<file path="src/rtl/assert_macros.svh">
// Assertion macros used by the top RTL file of the cube map texel unit.
`ifndef ASSERT_MACROS_SVH
`define ASSERT_MACROS_SVH
`ifndef ASSERT_OFF
// Check a condition at every rising clock edge outside reset.
`define ASSERT_ALWAYS(label, expr) \
	label: assert property (@(posedge clk) disable iff (!arst_n) (expr)) \
		else $error("assertion failed");
// Check that an antecedent implies a consequent at the next edge.
`define ASSERT_NEXT(label, ante, cons) \
	label: assert property (@(posedge clk) disable iff (!arst_n) (ante) |=> (cons)) \
		else $error("assertion failed");
`else
`define ASSERT_ALWAYS(label, expr)
`define ASSERT_NEXT(label, ante, cons)
`endif
`endif

</file>
<file path="src/rtl/cmtx_pkg.sv">
// Shared types, constants and helpers of the cube map texel unit.
`timescale 1ns / 1ps
`default_nettype none
package cmtx_pkg;
	localparam int COMP_W        = 16;
	localparam int SIZE_W        = 13;
	localparam int MAX_FACE_SIZE = 4096;
	localparam int COORD_W       = 12;
	localparam int FACE_W        = 3;
	localparam int IDX_W         = 27;
	localparam int MAG_W         = COMP_W;
	localparam int DEN_W         = COMP_W + 1;
	localparam int NUM_W         = DEN_W + COORD_W;
	localparam int DIV_STAGES    = COORD_W;
	localparam int FROW_W        = 15;

	localparam logic [FACE_W-1:0] FACE_POS_X = 3'd0;
	localparam logic [FACE_W-1:0] FACE_POS_Y = 3'd2;
	localparam logic [FACE_W-1:0] FACE_POS_Z = 3'd4;
	localparam logic [FACE_W-1:0] FACE_LAST  = 3'd5;

	typedef struct packed {
		logic signed [COMP_W-1:0] vec_x;
		logic signed [COMP_W-1:0] vec_y;
		logic signed [COMP_W-1:0] vec_z;
	} vec_t;

	typedef struct packed {
		logic [FACE_W-1:0]  face;
		logic [COORD_W-1:0] column;
		logic [COORD_W-1:0] row;
		logic [IDX_W-1:0]   texel_index;
		logic               zero_vector;
	} texel_t;

	typedef struct packed {
		logic [FACE_W-1:0] face;
		logic              zero;
	} side_t;

	typedef struct packed {
		logic [NUM_W-1:0] num_col;
		logic [NUM_W-1:0] num_row;
		logic [DEN_W-1:0] den;
		side_t            side;
	} div_in_t;

	typedef struct packed {
		logic [COORD_W-1:0] column;
		logic [COORD_W-1:0] row;
		side_t              side;
	} div_out_t;

	// Clamp the face size register to the legal range.
	function automatic logic [SIZE_W-1:0] eff_size(input logic [SIZE_W-1:0] fs);
		logic [SIZE_W-1:0] r;
		if (fs == '0)
			r = SIZE_W'(1);
		else if (fs > SIZE_W'(MAX_FACE_SIZE))
			r = SIZE_W'(MAX_FACE_SIZE);
		else
			r = fs;
		return r;
	endfunction
endpackage
`default_nettype wire

</file>
<file path="src/rtl/cmtx_front.sv">
// Face selection and numerator scaling stages of the cube map texel unit.
`timescale 1ns / 1ps
`default_nettype none
module cmtx_front (
	input  wire logic                         clk,
	input  wire logic                         arst_n,
	input  wire logic                         up_valid,
	input  wire cmtx_pkg::vec_t               up_word,
	output logic                              take,
	input  wire logic [cmtx_pkg::COORD_W-1:0] span,
	output logic                              dn_valid,
	output cmtx_pkg::div_in_t                 dn_word,
	input  wire logic                         dn_take
);
	logic v_s1, v_s2, v_s3;
	logic adv_s1, adv_s2, adv_s3;

	cmtx_pkg::vec_t                     vec_s1;
	logic [cmtx_pkg::MAG_W-1:0]         ax_s1, ay_s1, az_s1;
	logic [cmtx_pkg::FACE_W-1:0]        face_s2;
	logic [cmtx_pkg::MAG_W-1:0]         d_s2;
	logic signed [cmtx_pkg::DEN_W-1:0]  nt_s2, nu_s2;
	logic                               zero_s2;
	cmtx_pkg::div_in_t                  word_s3;

	logic signed [cmtx_pkg::DEN_W-1:0]  x17, y17, z17;
	logic [2:0]                         code;
	logic [cmtx_pkg::FACE_W-1:0]        face_c;
	logic [cmtx_pkg::MAG_W-1:0]         d_c;
	logic signed [cmtx_pkg::DEN_W-1:0]  nt_c, nu_c, dd;
	logic signed [cmtx_pkg::DEN_W:0]    at_c, au_c;

	assign adv_s3 = !v_s3 || dn_take;
	assign adv_s2 = !v_s2 || adv_s3;
	assign adv_s1 = !v_s1 || adv_s2;
	assign take   = adv_s1;

	always_ff @(posedge clk or negedge arst_n) begin
		if (!arst_n) begin
			v_s1 <= 1'b0;
			v_s2 <= 1'b0;
			v_s3 <= 1'b0;
		end else begin
			if (adv_s1) v_s1 <= up_valid;
			if (adv_s2) v_s2 <= v_s1;
			if (adv_s3) v_s3 <= v_s2;
		end
	end

	// Magnitudes: the most negative value maps to 2^(w-1), which fits unsigned.
	always_ff @(posedge clk) begin
		if (adv_s1) begin
			vec_s1 <= up_word;
			ax_s1  <= up_word.vec_x[cmtx_pkg::COMP_W-1] ? cmtx_pkg::MAG_W'(-up_word.vec_x)
			                                           : cmtx_pkg::MAG_W'(up_word.vec_x);
			ay_s1  <= up_word.vec_y[cmtx_pkg::COMP_W-1] ? cmtx_pkg::MAG_W'(-up_word.vec_y)
			                                           : cmtx_pkg::MAG_W'(up_word.vec_y);
			az_s1  <= up_word.vec_z[cmtx_pkg::COMP_W-1] ? cmtx_pkg::MAG_W'(-up_word.vec_z)
			                                           : cmtx_pkg::MAG_W'(up_word.vec_z);
		end
	end

	always_comb begin
		x17  = cmtx_pkg::DEN_W'(vec_s1.vec_x);
		y17  = cmtx_pkg::DEN_W'(vec_s1.vec_y);
		z17  = cmtx_pkg::DEN_W'(vec_s1.vec_z);
		code = {az_s1 > ax_s1, ay_s1 > az_s1, ax_s1 > ay_s1};
		unique case (code)
			3'd1, 3'd3: begin
				face_c = cmtx_pkg::FACE_POS_X | cmtx_pkg::FACE_W'(x17 < 0);
				d_c    = ax_s1;
				nt_c   = (x17 < 0) ? z17 : -z17;
				nu_c   = -y17;
			end
			3'd2, 3'd6: begin
				face_c = cmtx_pkg::FACE_POS_Y | cmtx_pkg::FACE_W'(y17 < 0);
				d_c    = ay_s1;
				nt_c   = x17;
				nu_c   = (y17 < 0) ? -z17 : z17;
			end
			default: begin
				face_c = cmtx_pkg::FACE_POS_Z | cmtx_pkg::FACE_W'(z17 < 0);
				d_c    = az_s1;
				nt_c   = (z17 < 0) ? -x17 : x17;
				nu_c   = -y17;
			end
		endcase
	end

	always_ff @(posedge clk) begin
		if (adv_s2) begin
			face_s2 <= face_c;
			d_s2    <= d_c;
			nt_s2   <= nt_c;
			nu_s2   <= nu_c;
			zero_s2 <= (vec_s1.vec_x == '0) && (vec_s1.vec_y == '0) && (vec_s1.vec_z == '0);
		end
	end

	// Shift the ratios into [0, 2d], then scale by the span.
	always_comb begin
		dd   = $signed({1'b0, d_s2});
		at_c = (cmtx_pkg::DEN_W+1)'(nt_s2) + (cmtx_pkg::DEN_W+1)'(dd);
		au_c = (cmtx_pkg::DEN_W+1)'(nu_s2) + (cmtx_pkg::DEN_W+1)'(dd);
	end

	always_ff @(posedge clk) begin
		if (adv_s3) begin
			word_s3.num_col   <= cmtx_pkg::NUM_W'(at_c[cmtx_pkg::DEN_W-1:0] * span);
			word_s3.num_row   <= cmtx_pkg::NUM_W'(au_c[cmtx_pkg::DEN_W-1:0] * span);
			word_s3.den       <= {d_s2, 1'b0};
			word_s3.side.face <= face_s2;
			word_s3.side.zero <= zero_s2;
		end
	end

	assign dn_valid = v_s3;
	assign dn_word  = word_s3;
endmodule
`default_nettype wire

</file>
<file path="src/rtl/cmtx_div.sv">
// Pipelined restoring divider for the column and row quotients.
`timescale 1ns / 1ps
`default_nettype none
module cmtx_div (
	input  wire logic              clk,
	input  wire logic              arst_n,
	input  wire logic              up_valid,
	input  wire cmtx_pkg::div_in_t up_word,
	output logic                   take,
	output logic                   dn_valid,
	output cmtx_pkg::div_out_t     dn_word,
	input  wire logic              dn_take
);
	localparam int N = cmtx_pkg::DIV_STAGES;

	logic                           v_s   [N];
	logic [cmtx_pkg::NUM_W-1:0]     rc_s  [N];
	logic [cmtx_pkg::NUM_W-1:0]     rr_s  [N];
	logic [cmtx_pkg::DEN_W-1:0]     den_s [N];
	logic [cmtx_pkg::COORD_W-1:0]   qc_s  [N];
	logic [cmtx_pkg::COORD_W-1:0]   qr_s  [N];
	cmtx_pkg::side_t                sd_s  [N];
	logic                           adv   [N+1];

	assign adv[N] = dn_take;
	assign take   = adv[0];

	for (genvar k = 0; k < N; k++) begin : g_stage
		logic                         pv;
		logic [cmtx_pkg::NUM_W-1:0]   prc, prr, trial;
		logic [cmtx_pkg::DEN_W-1:0]   pden;
		logic [cmtx_pkg::COORD_W-1:0] pqc, pqr;
		cmtx_pkg::side_t              psd;
		logic                         bc, br;

		if (k == 0) begin : g_first
			assign pv   = up_valid;
			assign prc  = up_word.num_col;
			assign prr  = up_word.num_row;
			assign pden = up_word.den;
			assign pqc  = '0;
			assign pqr  = '0;
			assign psd  = up_word.side;
		end else begin : g_next
			assign pv   = v_s[k-1];
			assign prc  = rc_s[k-1];
			assign prr  = rr_s[k-1];
			assign pden = den_s[k-1];
			assign pqc  = qc_s[k-1];
			assign pqr  = qr_s[k-1];
			assign psd  = sd_s[k-1];
		end

		// Quotient bit weight for this stage.
		assign trial = cmtx_pkg::NUM_W'(pden) << (N - 1 - k);
		assign bc    = prc >= trial;
		assign br    = prr >= trial;
		assign adv[k] = !v_s[k] || adv[k+1];

		always_ff @(posedge clk or negedge arst_n) begin
			if (!arst_n)
				v_s[k] <= 1'b0;
			else if (adv[k])
				v_s[k] <= pv;
		end

		always_ff @(posedge clk) begin
			if (adv[k]) begin
				rc_s[k]  <= bc ? prc - trial : prc;
				rr_s[k]  <= br ? prr - trial : prr;
				den_s[k] <= pden;
				qc_s[k]  <= {pqc[cmtx_pkg::COORD_W-2:0], bc};
				qr_s[k]  <= {pqr[cmtx_pkg::COORD_W-2:0], br};
				sd_s[k]  <= psd;
			end
		end
	end

	assign dn_valid       = v_s[N-1];
	assign dn_word.column = qc_s[N-1];
	assign dn_word.row    = qr_s[N-1];
	assign dn_word.side   = sd_s[N-1];
endmodule
`default_nettype wire

</file>
<file path="src/rtl/cmtx_index.sv">
// Linear texel index stages and output register of the cube map texel unit.
`timescale 1ns / 1ps
`default_nettype none
module cmtx_index (
	input  wire logic                        clk,
	input  wire logic                        arst_n,
	input  wire logic                        up_valid,
	input  wire cmtx_pkg::div_out_t          up_word,
	output logic                             take,
	input  wire logic [cmtx_pkg::SIZE_W-1:0] size,
	output logic                             dn_valid,
	output cmtx_pkg::texel_t                 dn_word,
	input  wire logic                        dn_take
);
	logic v_s1, v_s2, adv_s1, adv_s2;
	logic [cmtx_pkg::FROW_W-1:0]  fr_s1;
	cmtx_pkg::div_out_t           w_s1;
	cmtx_pkg::texel_t             out_s2;

	assign adv_s2 = !v_s2 || dn_take;
	assign adv_s1 = !v_s1 || adv_s2;
	assign take   = adv_s1;

	always_ff @(posedge clk or negedge arst_n) begin
		if (!arst_n) begin
			v_s1 <= 1'b0;
			v_s2 <= 1'b0;
		end else begin
			if (adv_s1) v_s1 <= up_valid;
			if (adv_s2) v_s2 <= v_s1;
		end
	end

	always_ff @(posedge clk) begin
		if (adv_s1) begin
			w_s1  <= up_word;
			fr_s1 <= cmtx_pkg::FROW_W'(up_word.side.face * size + up_word.row);
		end
	end

	// Drop face, coordinates and index to zero and set the zero flag for a zero vector.
	always_ff @(posedge clk) begin
		if (adv_s2) begin
			if (w_s1.side.zero) begin
				out_s2.face        <= '0;
				out_s2.column      <= '0;
				out_s2.row         <= '0;
				out_s2.texel_index <= '0;
				out_s2.zero_vector <= 1'b1;
			end else begin
				out_s2.face        <= w_s1.side.face;
				out_s2.column      <= w_s1.column;
				out_s2.row         <= w_s1.row;
				out_s2.texel_index <= cmtx_pkg::IDX_W'(fr_s1 * size + w_s1.column);
				out_s2.zero_vector <= 1'b0;
			end
		end
	end

	assign dn_valid = v_s2;
	assign dn_word  = out_s2;
endmodule
`default_nettype wire

</file>
<file path="src/rtl/cube_map_direction_to_texel.sv">
// A direction word passes the front stages, the divider and the index stages to its texel word.
// Throughput: one word per cycle while out_stall is low; every stage holds its word on stall.
// Depth is set by the 12-stage divider, one quotient bit per stage.
// Bubbles collapse, so input is stalled only when all 17 stages are full.
// Reset clears all valid bits and sets face_size to 512.
`timescale 1ns / 1ps
`default_nettype none
`include "assert_macros.svh"
module cube_map_direction_to_texel (
	input  wire logic                        clk,
	input  wire logic                        arst_n,
	input  wire logic                        cfg_we,
	input  wire logic [cmtx_pkg::SIZE_W-1:0] cfg_data,
	input  wire logic                        in_valid,
	output logic                             in_stall,
	input  wire cmtx_pkg::vec_t              in_word,
	output logic                             out_valid,
	input  wire logic                        out_stall,
	output cmtx_pkg::texel_t                 out_word
);
	logic [cmtx_pkg::SIZE_W-1:0]  face_size_q;
	logic [cmtx_pkg::SIZE_W-1:0]  size;
	logic [cmtx_pkg::COORD_W-1:0] span;

	logic               front_take, div_take, idx_take;
	logic               front_valid, div_valid;
	cmtx_pkg::div_in_t  front_word;
	cmtx_pkg::div_out_t div_word;

	// Hold the face size; the user must change it only while the pipeline is empty (not enforced here).
	always_ff @(posedge clk or negedge arst_n) begin
		if (!arst_n)
			face_size_q <= cmtx_pkg::SIZE_W'(512);
		else if (cfg_we)
			face_size_q <= cfg_data;
	end

	// Clamp the size and form the span size-1 used by the scaling.
	assign size = cmtx_pkg::eff_size(face_size_q);
	assign span = cmtx_pkg::COORD_W'(size - cmtx_pkg::SIZE_W'(1));

	// Front: magnitudes, face pick, numerators times span.
	cmtx_front u_front (
		.clk      (clk),
		.arst_n   (arst_n),
		.up_valid (in_valid),
		.up_word  (in_word),
		.take     (front_take),
		.span     (span),
		.dn_valid (front_valid),
		.dn_word  (front_word),
		.dn_take  (div_take)
	);

	// Divider: floor(num / 2d) for column and row in parallel lanes.
	cmtx_div u_div (
		.clk      (clk),
		.arst_n   (arst_n),
		.up_valid (front_valid),
		.up_word  (front_word),
		.take     (div_take),
		.dn_valid (div_valid),
		.dn_word  (div_word),
		.dn_take  (idx_take)
	);

	// Index: (face*size + row)*size + column, then the output register.
	cmtx_index u_index (
		.clk      (clk),
		.arst_n   (arst_n),
		.up_valid (div_valid),
		.up_word  (div_word),
		.take     (idx_take),
		.size     (size),
		.dn_valid (out_valid),
		.dn_word  (out_word),
		.dn_take  (!out_stall)
	);

	assign in_stall = !front_take;

	`ASSERT_ALWAYS(a_stall_needs_back, !in_stall || (out_valid && out_stall))
	`ASSERT_ALWAYS(a_face_range, !out_valid || (out_word.face <= cmtx_pkg::FACE_LAST))
	`ASSERT_ALWAYS(a_zero_clean, !(out_valid && out_word.zero_vector) || (out_word.face == '0 && out_word.column == '0 && out_word.row == '0 && out_word.texel_index == '0))
	`ASSERT_ALWAYS(a_coord_span, !out_valid || (out_word.column <= span && out_word.row <= span))
endmodule
`default_nettype wire
</file>
<file path="config.mk">
export PLATFORM = sky130hd
export DESIGN_NAME = cube_map_direction_to_texel
export DESIGN_NICKNAME = d
export VERILOG_FILES = /design/src/rtl/cmtx_pkg.sv /design/src/rtl/cmtx_front.sv /design/src/rtl/cmtx_div.sv /design/src/rtl/cmtx_index.sv /design/src/rtl/cube_map_direction_to_texel.sv
export VERILOG_INCLUDE_DIRS = /design/src /design/src/rtl
export SDC_FILE = /design/constraint.sdc
export NUM_CORES = 2
export LEC_CHECK = 0
export BUFFER_PORTS_ARGS = -buffer_cell sky130_fd_sc_hd__buf_2
export CAP_MARGIN = 30
export CORE_UTILIZATION = 60
export DETAILED_ROUTE_END_ITERATION = 10
export PLACE_DENSITY_LB_ADDON = 0.1
export SKIP_LAST_GASP = 1
export SLEW_MARGIN = 40
export SYNTH_ARGS = -nofsm -noshare
export SYNTH_HDL_FRONTEND = slang
export SYNTH_HIERARCHICAL = 1
export SYNTH_SLANG_ARGS = --single-unit
export TNS_END_PERCENT = 100
</file>
<file path="constraint.sdc">
create_clock -name clk -period 29.5 [get_ports clk]
set_clock_uncertainty 0.05 [all_clocks]
set_input_delay 5.9 -clock clk [delete_from_list [all_inputs] [get_ports clk]]
set_output_delay 5.9 -clock clk [all_outputs]
set_load 0.02 [all_outputs]
</file>
Word-level counts from Yosys, hierarchy flattened
Memories as Yosys holds them, arrays and structs flattened. A register that Yosys moved wholly into a read port is not among the register bits. Cells that the tools add are included.

Register bits after elaboration: 344. Bits in writable memories: 1236. Input port bits: 66. Output and inout port bits: 57. Word-level logic and storage cells: 231. Memories kept: 6.

Add/sub/neg operators: 35. Multipliers: 4. Magnitude comparators: 31. Eq/ne operators: 4. Mux-type cells: 61. Reduce and logical (&&, ||, !) cells: 44.

Memory list: u_div.rc_s (depth 12, bits a word 29, read ports 11, clocked after Yosys merged registers in 0, wr ports 12, RTL line cmtx_div.sv:17) `logic [cmtx_pkg::NUM_W-1:0] rc_s [N];`; u_div.rr_s (depth 12, bits a word 29, read ports 11, clocked after Yosys merged registers in 0, wr ports 12, RTL line cmtx_div.sv:18) `logic [cmtx_pkg::NUM_W-1:0] rr_s [N];`; u_div.den_s (depth 12, bits a word 17, read ports 11, clocked after Yosys merged registers in 0, wr ports 12, RTL line cmtx_div.sv:19) `logic [cmtx_pkg::DEN_W-1:0] den_s [N];`; u_div.qc_s (depth 12, bits a word 12, read ports 12, clocked after Yosys merged registers in 1, wr ports 12, RTL line cmtx_div.sv:20) `logic [cmtx_pkg::COORD_W-1:0] qc_s [N];`; u_div.qr_s (depth 12, bits a word 12, read ports 12, clocked after Yosys merged registers in 0, wr ports 12, RTL line cmtx_div.sv:21) `logic [cmtx_pkg::COORD_W-1:0] qr_s [N];`; u_div.sd_s (depth 12, bits a word 4, read ports 12, clocked after Yosys merged registers in 0, wr ports 12, RTL line cmtx_div.sv:22) `cmtx_pkg::side_t sd_s [N];`.

Operators by type and width (count): two-way mux 29 bit (24); two-way mux 17 bit (4); >= comparator 29 x 17 -> 1 bit (2); >= comparator 29 x 18 -> 1 bit (2); >= comparator 29 x 19 -> 1 bit (2); >= comparator 29 x 20 -> 1 bit (2); >= comparator 29 x 21 -> 1 bit (2); >= comparator 29 x 22 -> 1 bit (2); >= comparator 29 x 23 -> 1 bit (2); >= comparator 29 x 24 -> 1 bit (2); >= comparator 29 x 25 -> 1 bit (2); >= comparator 29 x 26 -> 1 bit (2); >= comparator 29 x 27 -> 1 bit (2); >= comparator 29 x 28 -> 1 bit (2); multiplier 17 x 12 -> 29 bit (2); subtractor 29 x 17 -> 29 bit (2); subtractor 29 x 18 -> 29 bit (2); subtractor 29 x 19 -> 29 bit (2); subtractor 29 x 20 -> 29 bit (2); subtractor 29 x 21 -> 29 bit (2); subtractor 29 x 22 -> 29 bit (2); subtractor 29 x 23 -> 29 bit (2); subtractor 29 x 24 -> 29 bit (2); subtractor 29 x 25 -> 29 bit (2); other kinds (29) (107).

Depth between registers and ports, before layout
Word-level depth: 19. Depth in mapped cells: 29. Mapped depth without buffers: 28.

Hierarchy
The synthesis kept the hierarchy.

By module, submodules not included: cmtx_div (instances 1, cells each 5075, area each 57833.0 µm², sequential area each 31199.9 µm²); cmtx_front (instances 1, cells each 2591, area each 25271.7 µm², sequential area each 6831.6 µm²); cmtx_index (instances 1, cells each 1140, area each 11613.6 µm², sequential area each 2992.9 µm²); cube_map_direction_to_texel (instances 1, cells each 97, area each 925.9 µm², sequential area each 326.6 µm²).

Least setup slack after synthesis
Ideal clock, no wire load.

Path kind: input to output. Start point: input port out_stall. End point: output port in_stall. Data arrival time: 20.153 ns. Required time: 23.550 ns. Setup slack: 3.397 ns. Cell stages on the path: 11. Path buffers: 0. Cells stage by stage: inv_1 -> nand3b_1 -> nor2b_1 -> nand2_1 -> nor2_1 -> and2_1 -> nand3_1 -> nor2_1 -> nand4_1 -> nand4b_1 -> inv_1.

RTL lines: from (decl) (RTL line cube_map_direction_to_texel.sv:18) `input wire logic out_stall,`; to (decl) (RTL line cube_map_direction_to_texel.sv:15) `output logic in_stall,`.

==> flow_summary.toml <==
[status]
outcome = "finished with violations"
violations = "design-rule violations"

[synthesis]
syn_inst = 8903
synth_edf_count = 1352
synthFlopType = "edfxtp_1"
syn_area_um2 = 95600
yosys_warnings = 6
synth_seq_cells = 1382
synth_nets = 10200
synthArstFlopShare_pct = 2.17
ys_seq_area_share_pct = 43.2
avgSynthCellArea_um2 = 10.7
ys_types = 120

[critical_path]
rr_startpoint = "face_size_q[8]"
critical_path_buf_inv_count = 4
rr_endpoint = "u_front/dn_word[77]"
required_ns = 23.55
worstPathCellList = "buf_2 -> inv_1 -> nand3b_1 -> nor2b_1 -> nand2_4 -> nor2_1 -> and2_1 -> nand3_4 -> nor2_2 -> nand4_1 -> nand4b_1 -> inv_1 -> buf_2"
reg2reg_slack_ns = 21.26
crit_path_max_fanout = 40
critical_path.max_stage_delay_ns = 0.62
path_delay_family = "simple AND/OR/NAND/NOR gates"
crit_type = "in2out"
startpoint_type = "input pin"
rr_worst_depth = 26
end_kind = "output port"
worstPathArrival_ns = 10.49
cp_slowest_cell = "nand4_1"

[clock_tree]
cts_hold_buf = 0
ctsLongestPathBuffers = 3
postCtsSetupRepairBufs = 0
cts.root.buffer_cell = "clkbuf_16"
cts.clk_slew.worst_paths_ns = 0.06
clkLatencyLatePin_ns = 0.80
cts.sinks = 1382
tritoncts = "built"
cts_max_level = 4
cts-buffers-inserted = 152
cts_resized = 0

[sta]
setup_violations = 0
final_hold_viol_count = 0
worst_pin_slew_ns = 0.917
fin_crit_sh_pct = 55.7
slew_headroom_pct = 38.3
tns_ns = 0
period_minus_slack_ns = 16.44
drv_slew = 0
rsz0062_at_grt = "false"
max_freq_ghz = 0.0608

[placed_design]
gp_congestion = 0.961
dpl.hpwl_mm = 186
portBuffers = 122

[floorplanning]
start_util_pct = 60.4
dieArea_um2 = 161000
dieHeight_um = 401
core_area_um2 = 158000
die_x_um = 401
row_count = 146
ios = 123

[route]
wirelength_mm = 237
ant_nets = 0
dr.pass1.iters = 8
wire_per_inst_um = 21.1
drcViolationCount = 2
vias = 66000
viasPerCell = 5.89
drtIter0Drc = 4532

[grt]
antenna_found_initial = 3
grt_pass1_wl_mm = 366
grt_pass1_vias = 65600
grt_max_degree = 94
grt-ovfl-total = 0
grtUsageTotal_pct = 29.3

[worst_hold_path]
min-delay-start = "u_div/qc_s[9][7]"
min_path_cells = 0
worstHoldEndpoint = "u_div/qc_s[10][8]"
hp-class = "reg2reg"

[cells_and_area]
synthToLayoutAreaGrowth_pct = 9.13
utilization_pct = 65.9
layout-drive-gt1-share_pct = 7.62
layout.nets = 10300

[flow_run]
maxCapViolCount = 0
-- metrics by stage --
stage	hold slack, ns	cells	instance area [um^2]	setup WS (ns)
3_5_place_dp	0.355	10900	99000	13.01
6_report	0.364	11200	104000	13.06
4_1_cts	0.358	11200	104000	12.99
2_1_floorplan	0.350	8903	95600	3.40
5_1_grt	0.364	11200	104000	12.77
3_3_place_gp	0.350	10900	98700	12.98
-- placed cells by master, fill, tap and decap left out, types with 155 or more instances in the layout --
cell type | Yosys | layout
edfxtp_1 | 1352 | 1352
inv_1 | 1004 | 1000
nand2_1 | 890 | 886
ha_1 | 739 | 739
fa_1 | 496 | 496
o21ai_0 | 490 | 489
nor2_1 | 444 | 443
a21oi_1 | 421 | 419
xnor2_1 | 337 | 318
and2_1 | 276 | 275
xor2_1 | 232 | 229
a21o_1 | 217 | 217
nor3_1 | 155 | 155
-- cell families (layout without fill, tap and decap cells) --
group | Yosys count | count (layout) | synth area share, %
compound gates | 1763 | 1763 | 11.9
xor+xnor | 569 | 569 | 5.21
fa+ha+maj | 1235 | 1235 | 20.0
buf+inv | 1263 | 1494 | 5.06
flops | 1382 | 1382 | 43.2
mux | 90 | 90 | 1.05
other cells | 1 | 2 | 0.00392
simple gates | 2600 | 2600 | 13.5
-- sequential cells by signal, indices dropped and copies added (netlist names), 3 cells and up --
name,flops
face_size_q,13
u_div/den_s,187
u_div/g_stage.pv,11
u_div/qc_s,78
u_div/qr_s,78
u_div/rc_s,319
u_div/rr_s,319
u_div/sd_s,48
u_front/ax_s1,15
u_front/ay_s1,15
u_front/az_s1,15
u_front/d_s2,16
u_front/dn_word,78
u_front/face_s2,3
u_front/nt_s2,17
u_front/nu_s2,17
u_front/vec_s1,48
u_index/dn_word,55
u_index/fr_s1,15
u_index/w_s1,28
-- layer usage --
metal / vias up / routed length, um / track usage, %
li1: 31500 / - / -
met1: 32000 / 93500 / 35.1
met2: 1951 / 117000 / 50.8
met3: 510 / 10500 / 3.51
met4: 0 / 15700 / 17.7
met5: - / 0 / 0
-- Yosys cell counts (90+ instances only) --
master    instances  area share [%]
edfxtp_1       1352              42
inv_1          1004             3.9
nand2_1         890             3.5
ha_1            739             9.7
fa_1            496              10
o21ai_0         490             2.6
nor2_1          444             1.7
a21oi_1         421             2.2
xnor2_1         337             3.1
and2_1          276             1.8
xor2_1          232             2.1
a21o_1          217             1.7
clkbuf_1        205            0.80
nor3_1          155            0.81
nor2b_1         140            0.92
nand2b_1        121            0.79
nand3_1         119            0.62
o21a_1           90            0.71
-- cell type report --
class	count	area (um^2)
Sequential cell	1382	41400
Tap cell	2072	2590
Multi-Input combinational cell	6258	50000
Fill cell	12300	54000
Clock buffer	175	3910
Timing Repair Buffer	206	1330
Antenna cell	1	2.50
Inverter	1007	3790
Clock inverter	106	1400
-- worst max path at each step --
| stage | start | end | slack (ns) | depth (start not counted) |
|---|---|---|---|---|
| 3_5_place_dp | out_stall | in_stall | 13.01 | 13 |
| 2_1_floorplan | out_stall | in_stall | 3.40 | 11 |
| 4_1_cts | out_stall | in_stall | 12.99 | 13 |
| 3_3_place_gp | out_stall | in_stall | 12.98 | 13 |
| 5_1_grt | out_stall | in_stall | 12.77 | 13 |
| 6_report | out_stall | in_stall | 13.06 | 13 |
Power is left out: the tool's default activity adds up to more than one toggle a clock period on the data nets, which glitch-free logic cannot reach.
